<file path="config.mk">
export PLATFORM = sky130hd
export DESIGN_NAME = three_axis_moving_average_unit
export DESIGN_NICKNAME = d
export VERILOG_FILES = /design/src/hdl/tama_pkg.sv /design/src/hdl/three_axis_moving_average_unit.sv /design/src/hdl/tama_history.sv /design/src/hdl/tama_div_lane.sv
export SDC_FILE = /design/constraint.sdc
export NUM_CORES = 2
export LEC_CHECK = 0
export ABC_AREA = 0
export ABC_CLOCK_PERIOD_IN_PS = 4800
export BUFFER_PORTS_ARGS = -buffer_cell sky130_fd_sc_hd__buf_2
export CAP_MARGIN = 20
export CORE_ASPECT_RATIO = 0.6
export CORE_UTILIZATION = 57
export CTS_CLUSTER_SIZE = 24
export DETAILED_ROUTE_END_ITERATION = 8
export PLACE_DENSITY = 0.76
export SYNTH_ARGS = -nofsm -noshare
export SYNTH_HDL_FRONTEND = slang
export SYNTH_SLANG_ARGS = --single-unit
</file>
<file path="constraint.sdc">
create_clock -name i_clk -period 4.8 [get_ports i_clk]
set_clock_uncertainty 0.1 [all_clocks]
set_input_delay 0.24 -clock i_clk [delete_from_list [all_inputs] [get_ports i_clk]]
set_output_delay 0.24 -clock i_clk [all_outputs]
set_load 0.03 [all_outputs]
</file>
<file path="src/hdl/tama_pkg.sv">
// ============================================================================
// tama_pkg
// Shared types and constants for the three-axis moving average unit.
// ============================================================================
package tama_pkg;

    localparam int AXES = 3;

    typedef struct packed {
        logic start;
        logic step;
    } t_div_ctrl;

endpackage

</file>
<file path="src/hdl/three_axis_moving_average_unit.sv">
// One transaction at a time: a new sample is taken only in the idle state, after the
// previous result has been loaded into the output register. The division runs in the
// bit-serial dividers, which produce one quotient bit per cycle.
// A new sample is accepted while the previous result still waits on the output.
// Reset clears the running sums, the fill count and the ring pointer; the sample ring
// itself is not cleared.
// ============================================================================
// three_axis_moving_average_unit
// Boxcar moving average over the last WINDOW samples of three signed axes.
// ============================================================================
module three_axis_moving_average_unit #(
    parameter int  WINDOW      = 20,
    parameter int  SAMPLE_BITS = 16,
    localparam int TDATA_W     = ((tama_pkg::AXES * SAMPLE_BITS + 7) / 8) * 8
) (
    input  logic               i_clk,
    input  logic               i_rst_n,
    input  logic               s_axis_tvalid,
    output logic               s_axis_tready,
    // Fields from bit 0 up: rate_x, rate_y, rate_z, zero padding.
    input  logic [TDATA_W-1:0] s_axis_tdata,
    output logic               m_axis_tvalid,
    input  logic               m_axis_tready,
    // Fields from bit 0 up: mean_x, mean_y, mean_z, zero padding.
    output logic [TDATA_W-1:0] m_axis_tdata
);
    import tama_pkg::*;

    localparam int SB  = SAMPLE_BITS;
    localparam int SW  = SAMPLE_BITS + $clog2(WINDOW);
    localparam int DVW = $clog2(WINDOW + 1);
    localparam int SLW = $clog2(WINDOW);
    localparam int CW  = $clog2(SW + 1);
    localparam int PW  = AXES * SAMPLE_BITS;

    typedef enum logic [2:0] {
        S_IDLE,
        S_READ,
        S_UPDATE,
        S_START,
        S_DIV,
        S_DONE
    } t_state;

    t_state                r_state;
    logic [CW-1:0]         r_step;
    logic [PW-1:0]         r_in;
    logic signed [SW-1:0]  r_sum [AXES];
    logic [SLW-1:0]        r_slot;
    logic [DVW-1:0]        r_fill;
    logic                  r_out_valid;
    logic [PW-1:0]         r_out;

    logic signed [SW-1:0]  n_sum [AXES];
    logic                  w_full;
    logic                  w_accept;
    logic [PW-1:0]         w_old;
    logic [PW-1:0]         w_quot;
    t_div_ctrl             w_div_ctrl;

    assign w_full        = (r_fill == DVW'(WINDOW));
    assign s_axis_tready = (r_state == S_IDLE);
    assign w_accept      = s_axis_tvalid && s_axis_tready;
    assign m_axis_tvalid = r_out_valid;
    assign m_axis_tdata  = TDATA_W'(r_out);

    assign w_div_ctrl.start = (r_state == S_START);
    assign w_div_ctrl.step  = (r_state == S_DIV);

    always_comb begin
        for (int a = 0; a < AXES; a++) begin
            n_sum[a] = r_sum[a] + SW'($signed(r_in[a*SB +: SB]))
                     - (w_full ? SW'($signed(w_old[a*SB +: SB])) : SW'(0));
        end
    end

    tama_history #(
        .DEPTH (WINDOW),
        .WIDTH (PW)
    ) u_history (
        .i_clk     (i_clk),
        .i_wr_en   (r_state == S_UPDATE),
        .i_wr_addr (r_slot),
        .i_wr_data (r_in),
        .i_rd_en   (w_accept),
        .i_rd_addr (r_slot),
        .o_rd_data (w_old)
    );

    for (genvar g = 0; g < AXES; g++) begin : g_lane
        tama_div_lane #(
            .DIVIDEND_W (SW),
            .DIVISOR_W  (DVW),
            .OUT_W      (SB)
        ) u_lane (
            .i_clk      (i_clk),
            .i_ctrl     (w_div_ctrl),
            .i_dividend (r_sum[g]),
            .i_divisor  (r_fill),
            .o_quot     (w_quot[g*SB +: SB])
        );
    end

    always_ff @(posedge i_clk) begin
        if (!i_rst_n) begin
            r_state     <= S_IDLE;
            r_step      <= '0;
            r_slot      <= '0;
            r_fill      <= '0;
            r_out_valid <= 1'b0;
            for (int a = 0; a < AXES; a++) begin
                r_sum[a] <= '0;
            end
        end else begin
            if (r_out_valid && m_axis_tready && (r_state != S_DONE)) begin
                r_out_valid <= 1'b0;
            end
            case (r_state)
                S_IDLE: begin
                    if (w_accept) begin
                        r_in    <= s_axis_tdata[PW-1:0];
                        r_state <= S_READ;
                    end
                end
                S_READ: begin
                    r_state <= S_UPDATE;
                end
                S_UPDATE: begin
                    for (int a = 0; a < AXES; a++) begin
                        r_sum[a] <= n_sum[a];
                    end
                    r_slot <= (r_slot == SLW'(WINDOW - 1)) ? '0 : r_slot + 1'b1;
                    if (!w_full) begin
                        r_fill <= r_fill + 1'b1;
                    end
                    r_state <= S_START;
                end
                S_START: begin
                    r_step  <= '0;
                    r_state <= S_DIV;
                end
                S_DIV: begin
                    r_step <= r_step + 1'b1;
                    if (r_step == CW'(SW - 1)) begin
                        r_state <= S_DONE;
                    end
                end
                S_DONE: begin
                    if (!r_out_valid || m_axis_tready) begin
                        r_out       <= w_quot;
                        r_out_valid <= 1'b1;
                        r_state     <= S_IDLE;
                    end
                end
                default: begin
                    r_state <= S_IDLE;
                end
            endcase
        end
    end

    a_fill_bounded: assert property (@(posedge i_clk) disable iff (!i_rst_n)
        r_fill <= DVW'(WINDOW))
        else $error("fill count exceeds window");

    a_full_sticks: assert property (@(posedge i_clk) disable iff (!i_rst_n)
        w_full |=> w_full)
        else $error("ring left the full condition");

    a_accept_reads: assert property (@(posedge i_clk) disable iff (!i_rst_n)
        w_accept |=> r_state == S_READ)
        else $error("accepted transaction did not start a ring read");

    a_step_range: assert property (@(posedge i_clk) disable iff (!i_rst_n)
        r_state == S_DIV |-> r_step < CW'(SW))
        else $error("divider step count out of range");

    a_load_after_div: assert property (@(posedge i_clk) disable iff (!i_rst_n)
        (r_state == S_DIV && r_step == CW'(SW - 1)) |=> r_state == S_DONE)
        else $error("division did not finish after the last step");

endmodule

</file>
<file path="src/hdl/tama_history.sv">
// ============================================================================
// tama_history
// Sample ring storage: one write port and one registered read port.
// ============================================================================
module tama_history #(
    parameter int DEPTH  = 20,
    parameter int WIDTH  = 48,
    localparam int AW    = (DEPTH > 1) ? $clog2(DEPTH) : 1
) (
    input  logic             i_clk,
    input  logic             i_wr_en,
    input  logic [AW-1:0]    i_wr_addr,
    input  logic [WIDTH-1:0] i_wr_data,
    input  logic             i_rd_en,
    input  logic [AW-1:0]    i_rd_addr,
    output logic [WIDTH-1:0] o_rd_data
);

    logic [WIDTH-1:0] r_mem [DEPTH];
    logic [WIDTH-1:0] r_rd_data;

    always_ff @(posedge i_clk) begin
        if (i_wr_en) begin
            r_mem[i_wr_addr] <= i_wr_data;
        end
        if (i_rd_en) begin
            r_rd_data <= r_mem[i_rd_addr];
        end
    end

    assign o_rd_data = r_rd_data;

endmodule

</file>
<file path="src/hdl/tama_div_lane.sv">
// ============================================================================
// tama_div_lane
// Bit-serial restoring divider for one axis, one quotient bit per cycle,
// with the quotient truncated toward zero.
// ============================================================================
module tama_div_lane #(
    parameter int DIVIDEND_W = 21,
    parameter int DIVISOR_W  = 5,
    parameter int OUT_W      = 16
) (
    input  logic                         i_clk,
    input  tama_pkg::t_div_ctrl          i_ctrl,
    input  logic signed [DIVIDEND_W-1:0] i_dividend,
    input  logic [DIVISOR_W-1:0]         i_divisor,
    output logic signed [OUT_W-1:0]      o_quot
);
    import tama_pkg::*;

    logic                  r_neg;
    logic [DIVIDEND_W-1:0] r_dq;
    logic [DIVISOR_W-1:0]  r_rem;
    logic [DIVISOR_W-1:0]  r_dvs;

    logic [DIVIDEND_W-1:0] w_mag;
    logic [DIVISOR_W:0]    w_shifted;
    logic [DIVISOR_W:0]    w_diff;
    logic                  w_ge;
    logic [DIVIDEND_W-1:0] w_signed_q;

    always_comb begin
        w_mag      = i_dividend[DIVIDEND_W-1] ? (~i_dividend + 1'b1) : i_dividend;
        w_shifted  = {r_rem, r_dq[DIVIDEND_W-1]};
        w_diff     = w_shifted - {1'b0, r_dvs};
        w_ge       = (w_shifted >= {1'b0, r_dvs});
        w_signed_q = r_neg ? (~r_dq + 1'b1) : r_dq;
    end

    always_ff @(posedge i_clk) begin
        if (i_ctrl.start) begin
            r_neg <= i_dividend[DIVIDEND_W-1];
            r_dq  <= w_mag;
            r_rem <= '0;
            r_dvs <= i_divisor;
        end else if (i_ctrl.step) begin
            r_rem <= w_ge ? w_diff[DIVISOR_W-1:0] : w_shifted[DIVISOR_W-1:0];
            r_dq  <= {r_dq[DIVIDEND_W-2:0], w_ge};
        end
    end

    assign o_quot = w_signed_q[OUT_W-1:0];

endmodule

</file>
==> flow_metrics.env <==
export IMPL_status="finished clean"
export IMPL_fp_dieW_um=403.5
export IMPL_drt_first_pass_iters=5
export IMPL_wl_mm=127.0
export IMPL_rows=87
export IMPL_clock_sinks=1272
export IMPL_drt_iter0_markers=3474
export IMPL_slew_headroom_pct=27.97
export IMPL_reg2reg_depth=18
export IMPL_netlist_area_sq_um=55140
export IMPL_synthMuxAreaShare_pct=11.72
export IMPL_synth_fp_nets=3489
export IMPL_grt_max_degree=100
export IMPL_initial_core_util_pct=58.09
export IMPL_rsz0062_at_grt="false"
export IMPL_ioPinCount=102
export IMPL_synthAdderAreaFrac_pct=4.443
export IMPL_final_common_cell="edfxtp_1"
export IMPL_die_y_um=242.9
export IMPL_fmax_mhz=230.2
export IMPL_areaGrowthSynthToFinish_pct=12.46
export IMPL_cp_max_fo=34
export IMPL_period_minus_slack_ns=4.344
export IMPL_leakagePower_nw=20.96
export IMPL_fin_util_pct=65.32
export IMPL_gp_congestion=0.9100
export IMPL_max_cap_viol_count=0
export IMPL_finalHoldViolCount=0
export IMPL_cts_tree="yes"
export IMPL_synth_top_family_by_area="multiplexers"
export IMPL_cp_data_required_time_ns=5.14
export IMPL_final_cell_mix="edfxtp_1 (1238), inv_1 (267), mux4_2 (241), nand2_1 (160), xnor2_1 (133)"
export IMPL_synthSimpleGateAreaFrac_pct=4.942
export IMPL_synth_distinct_cells=76
export IMPL_dp_cells=4617
export IMPL_synth_warnings=0
export IMPL_finalSetupTns_ns=0
export IMPL_synthFlopType="edfxtp_1"
export IMPL_vdd_ir_drop_max_mv=0.3318
export IMPL_period_share_pct=90.49
export IMPL_core_sq_um=94920
export IMPL_synth_xor_area_share_pct=2.542
export IMPL_avgSynthCellArea_sq_um=16.82
export IMPL_track_usage_pct=26.11
export IMPL_cp_start_kind="flip-flop"
export IMPL_root_buffer="clkbuf_16"
export IMPL_min_delay_path_depth=2
export IMPL_grt_pass1_vias=30740
export IMPL_num_vias=30340
export IMPL_grt_ovfl_total=0
export IMPL_io_buffers=101
export IMPL_path_clk_slew_ns=0.07
export IMPL_stdcell_count=4883
export IMPL_h_tree_depth=3
export IMPL_yosysSeqAreaShare_pct=68.66
export IMPL_arrival_ns=4.69
export IMPL_antenna_left=0
export IMPL_p_per_area_nw_per_um2=402.7
export IMPL_dp_hpwl_mm=74.53
export IMPL_critPathKind="reg -> reg"
export IMPL_antenna_found_initial=1
export IMPL_worst_pin_slew_ns=1.078
export IMPL_cts_buffers=111
export IMPL_clk_path_buf_depth=3
export IMPL_clock_latency_ns=0.74
export IMPL_synth_edf_count=1238
export IMPL_nets=3707
export IMPL_synth_seq_cells=1272
export IMPL_dieArea_sq_um=98020
export IMPL_setup_violations=0
export IMPL_wire_per_inst_um=26.00
export IMPL_grt_pass1_wl_mm=190.2
export IMPL_n_antenna_cell=0
export IMPL_synth_compound_area_share_pct=4.863
export IMPL_syn_inst=3279
export IMPL_end_kind="flip-flop"
export IMPL_drive_above_1_share_pct=19.43
export IMPL_slew_viol_final=0
export IMPL_async_flop_share_pct=0
export IMPL_hold_path_class="in -> reg"
export IMPL_via_per_inst=6.213
export IMPL_drc=0
export IMPL_p_total_mw=24.97
cell type report:
cell class                      instances  area, sq um
Fill cell                            6270        32920
Tap cell                             1290         1614
Multi-Input combinational cell       1603        15890
Sequential cell                      1272        37870
Timing Repair Buffer                  240         1919
Clock inverter                         83        838.3
Inverter                              269         1010
Clock buffer                          126         2865
kinds of logic (layout without fill, tap and decap cells):
family	after synthesis	in the layout
DFF	1272	1272
and+or+nand+nor	551	551
buffers and inverters	404	718
AOI/OAI and AO/OA	395	395
muxes	339	339
xor gates and xnor gates	160	160
adders and majority gates	158	158
report_power, final:
group	internal, mW	total (mW)	leakage (nW)	switching (mW)
Sequential	12.5	12.8	11.5	0.273
Clock	4.98	9.16	1.80	4.18
Combinational	1.34	3.04	7.61	1.70
Total	18.8	25.0	21.0	6.15
worst paths after layout:
path | startpoint | end | slack (ns)
setup / recovery | r_fill[0] | r_sum[0][14] | 0.46
hold / removal | s_axis_tdata[42] | r_in[42] | 0.11
setup reg to reg | r_fill[0] | r_sum[0][14] | 0.46
hold reg to reg | g_lane[1].u_lane.r_rem[2] | g_lane[1].u_lane.r_rem[2] | 0.39
synthesized netlist by cell type (4+ instances only):
master | n | share of area [%]
inv_1 | 268 | 1.8
ha_1 | 95 | 2.2
dfxtp_1 | 34 | 1.2
a221oi_1 | 10 | 0.16
buf_2 | 34 | 0.31
a221o_1 | 45 | 0.82
and2_1 | 57 | 0.65
nand2b_1 | 22 | 0.25
buf_1 | 15 | 0.10
and3_1 | 12 | 0.14
nand2_1 | 162 | 1.1
mux2_2 | 41 | 0.84
o31ai_1 | 27 | 0.37
mux2i_1 | 57 | 1.0
a22oi_1 | 7 | 0.095
a211oi_1 | 5 | 0.068
a21boi_0 | 10 | 0.14
xnor2_1 | 133 | 2.1
o21ai_0 | 132 | 1.2
nor2_1 | 107 | 0.73
edfxtp_1 | 1238 | 67
mux4_2 | 241 | 9.8
nand3b_1 | 4 | 0.054
a31oi_1 | 9 | 0.10
nor3_1 | 81 | 0.74
a22o_1 | 7 | 0.11
o211ai_1 | 5 | 0.068
nor2b_1 | 17 | 0.19
nand4_1 | 18 | 0.20
clkbuf_1 | 85 | 0.58
a21oi_1 | 58 | 0.53
xor2_1 | 27 | 0.43
o21a_1 | 8 | 0.11
or3_1 | 11 | 0.12
nand3_1 | 25 | 0.23
a21o_1 | 31 | 0.42
o41ai_1 | 13 | 0.21
or2_2 | 7 | 0.079
fa_1 | 63 | 2.3
or4_1 | 4 | 0.054
metrics by stage:
stage / cell area (sq um) / hold slack (ns) / setup WS (ns)
after floorplan: 55150 / 0.2389 / -0.4508
after global placement: 57690 / 0.3189 / 0.3689
after detailed placement: 57690 / 0.3181 / 0.3446
after CTS: 61920 / 0.05145 / 0.2855
after global routing: 62010 / 0.08512 / 0.1364
final: 62010 / 0.1087 / 0.4563
registers in the layout (all words and copies together) (netlist names):
| signal | cells |
|---|---|
| m_axis_tdata | 48 |
| r_step | 5 |
| u_history.o_rd_data | 48 |
| r_sum | 63 |
| r_state | 3 |
| g_lane.u_lane.r_neg | 3 |
| u_history.r_mem | 960 |
| g_lane.u_lane.r_dvs | 5 |
| m_axis_tvalid | 1 |
| r_slot | 5 |
| g_lane.u_lane.r_dq | 63 |
| g_lane.u_lane.r_rem | 15 |
| r_in | 48 |
| r_fill | 5 |
routing by layer:
metal	share of wire, %	vias up	track usage (%)
met5	0	-	0
met4	2.5	0	7.236
met3	8.0	213	4.513
met2	48	1488	41.27
met1	42	15580	37.84
li1	-	13060	-
critical path, cell delays in order, from the launching register on:
cell,delay (ns)
dfxtp_1,0.34
inv_1,0.11
ha_1,0.17
and4b_4,0.54
buf_4,0.31
and2_1,0.17
ha_1,0.23
inv_1,0.06
ha_1,0.17
inv_1,0.07
fa_1,0.45
nand2b_1,0.18
a21oi_1,0.29
o21ai_0,0.21
o21ai_0,0.20
buf_4,0.16
a221oi_1,0.09
xnor2_1,0.16
nor2_1,0.05
what timing repair did:
item	CTS	global route
resized for setup	0	1
setup endpoints to repair	0	3
buffers inserted	0	0
hold buffers	53	0
hold endpoints to repair	67	0
(Power assumes the default switching activity.)
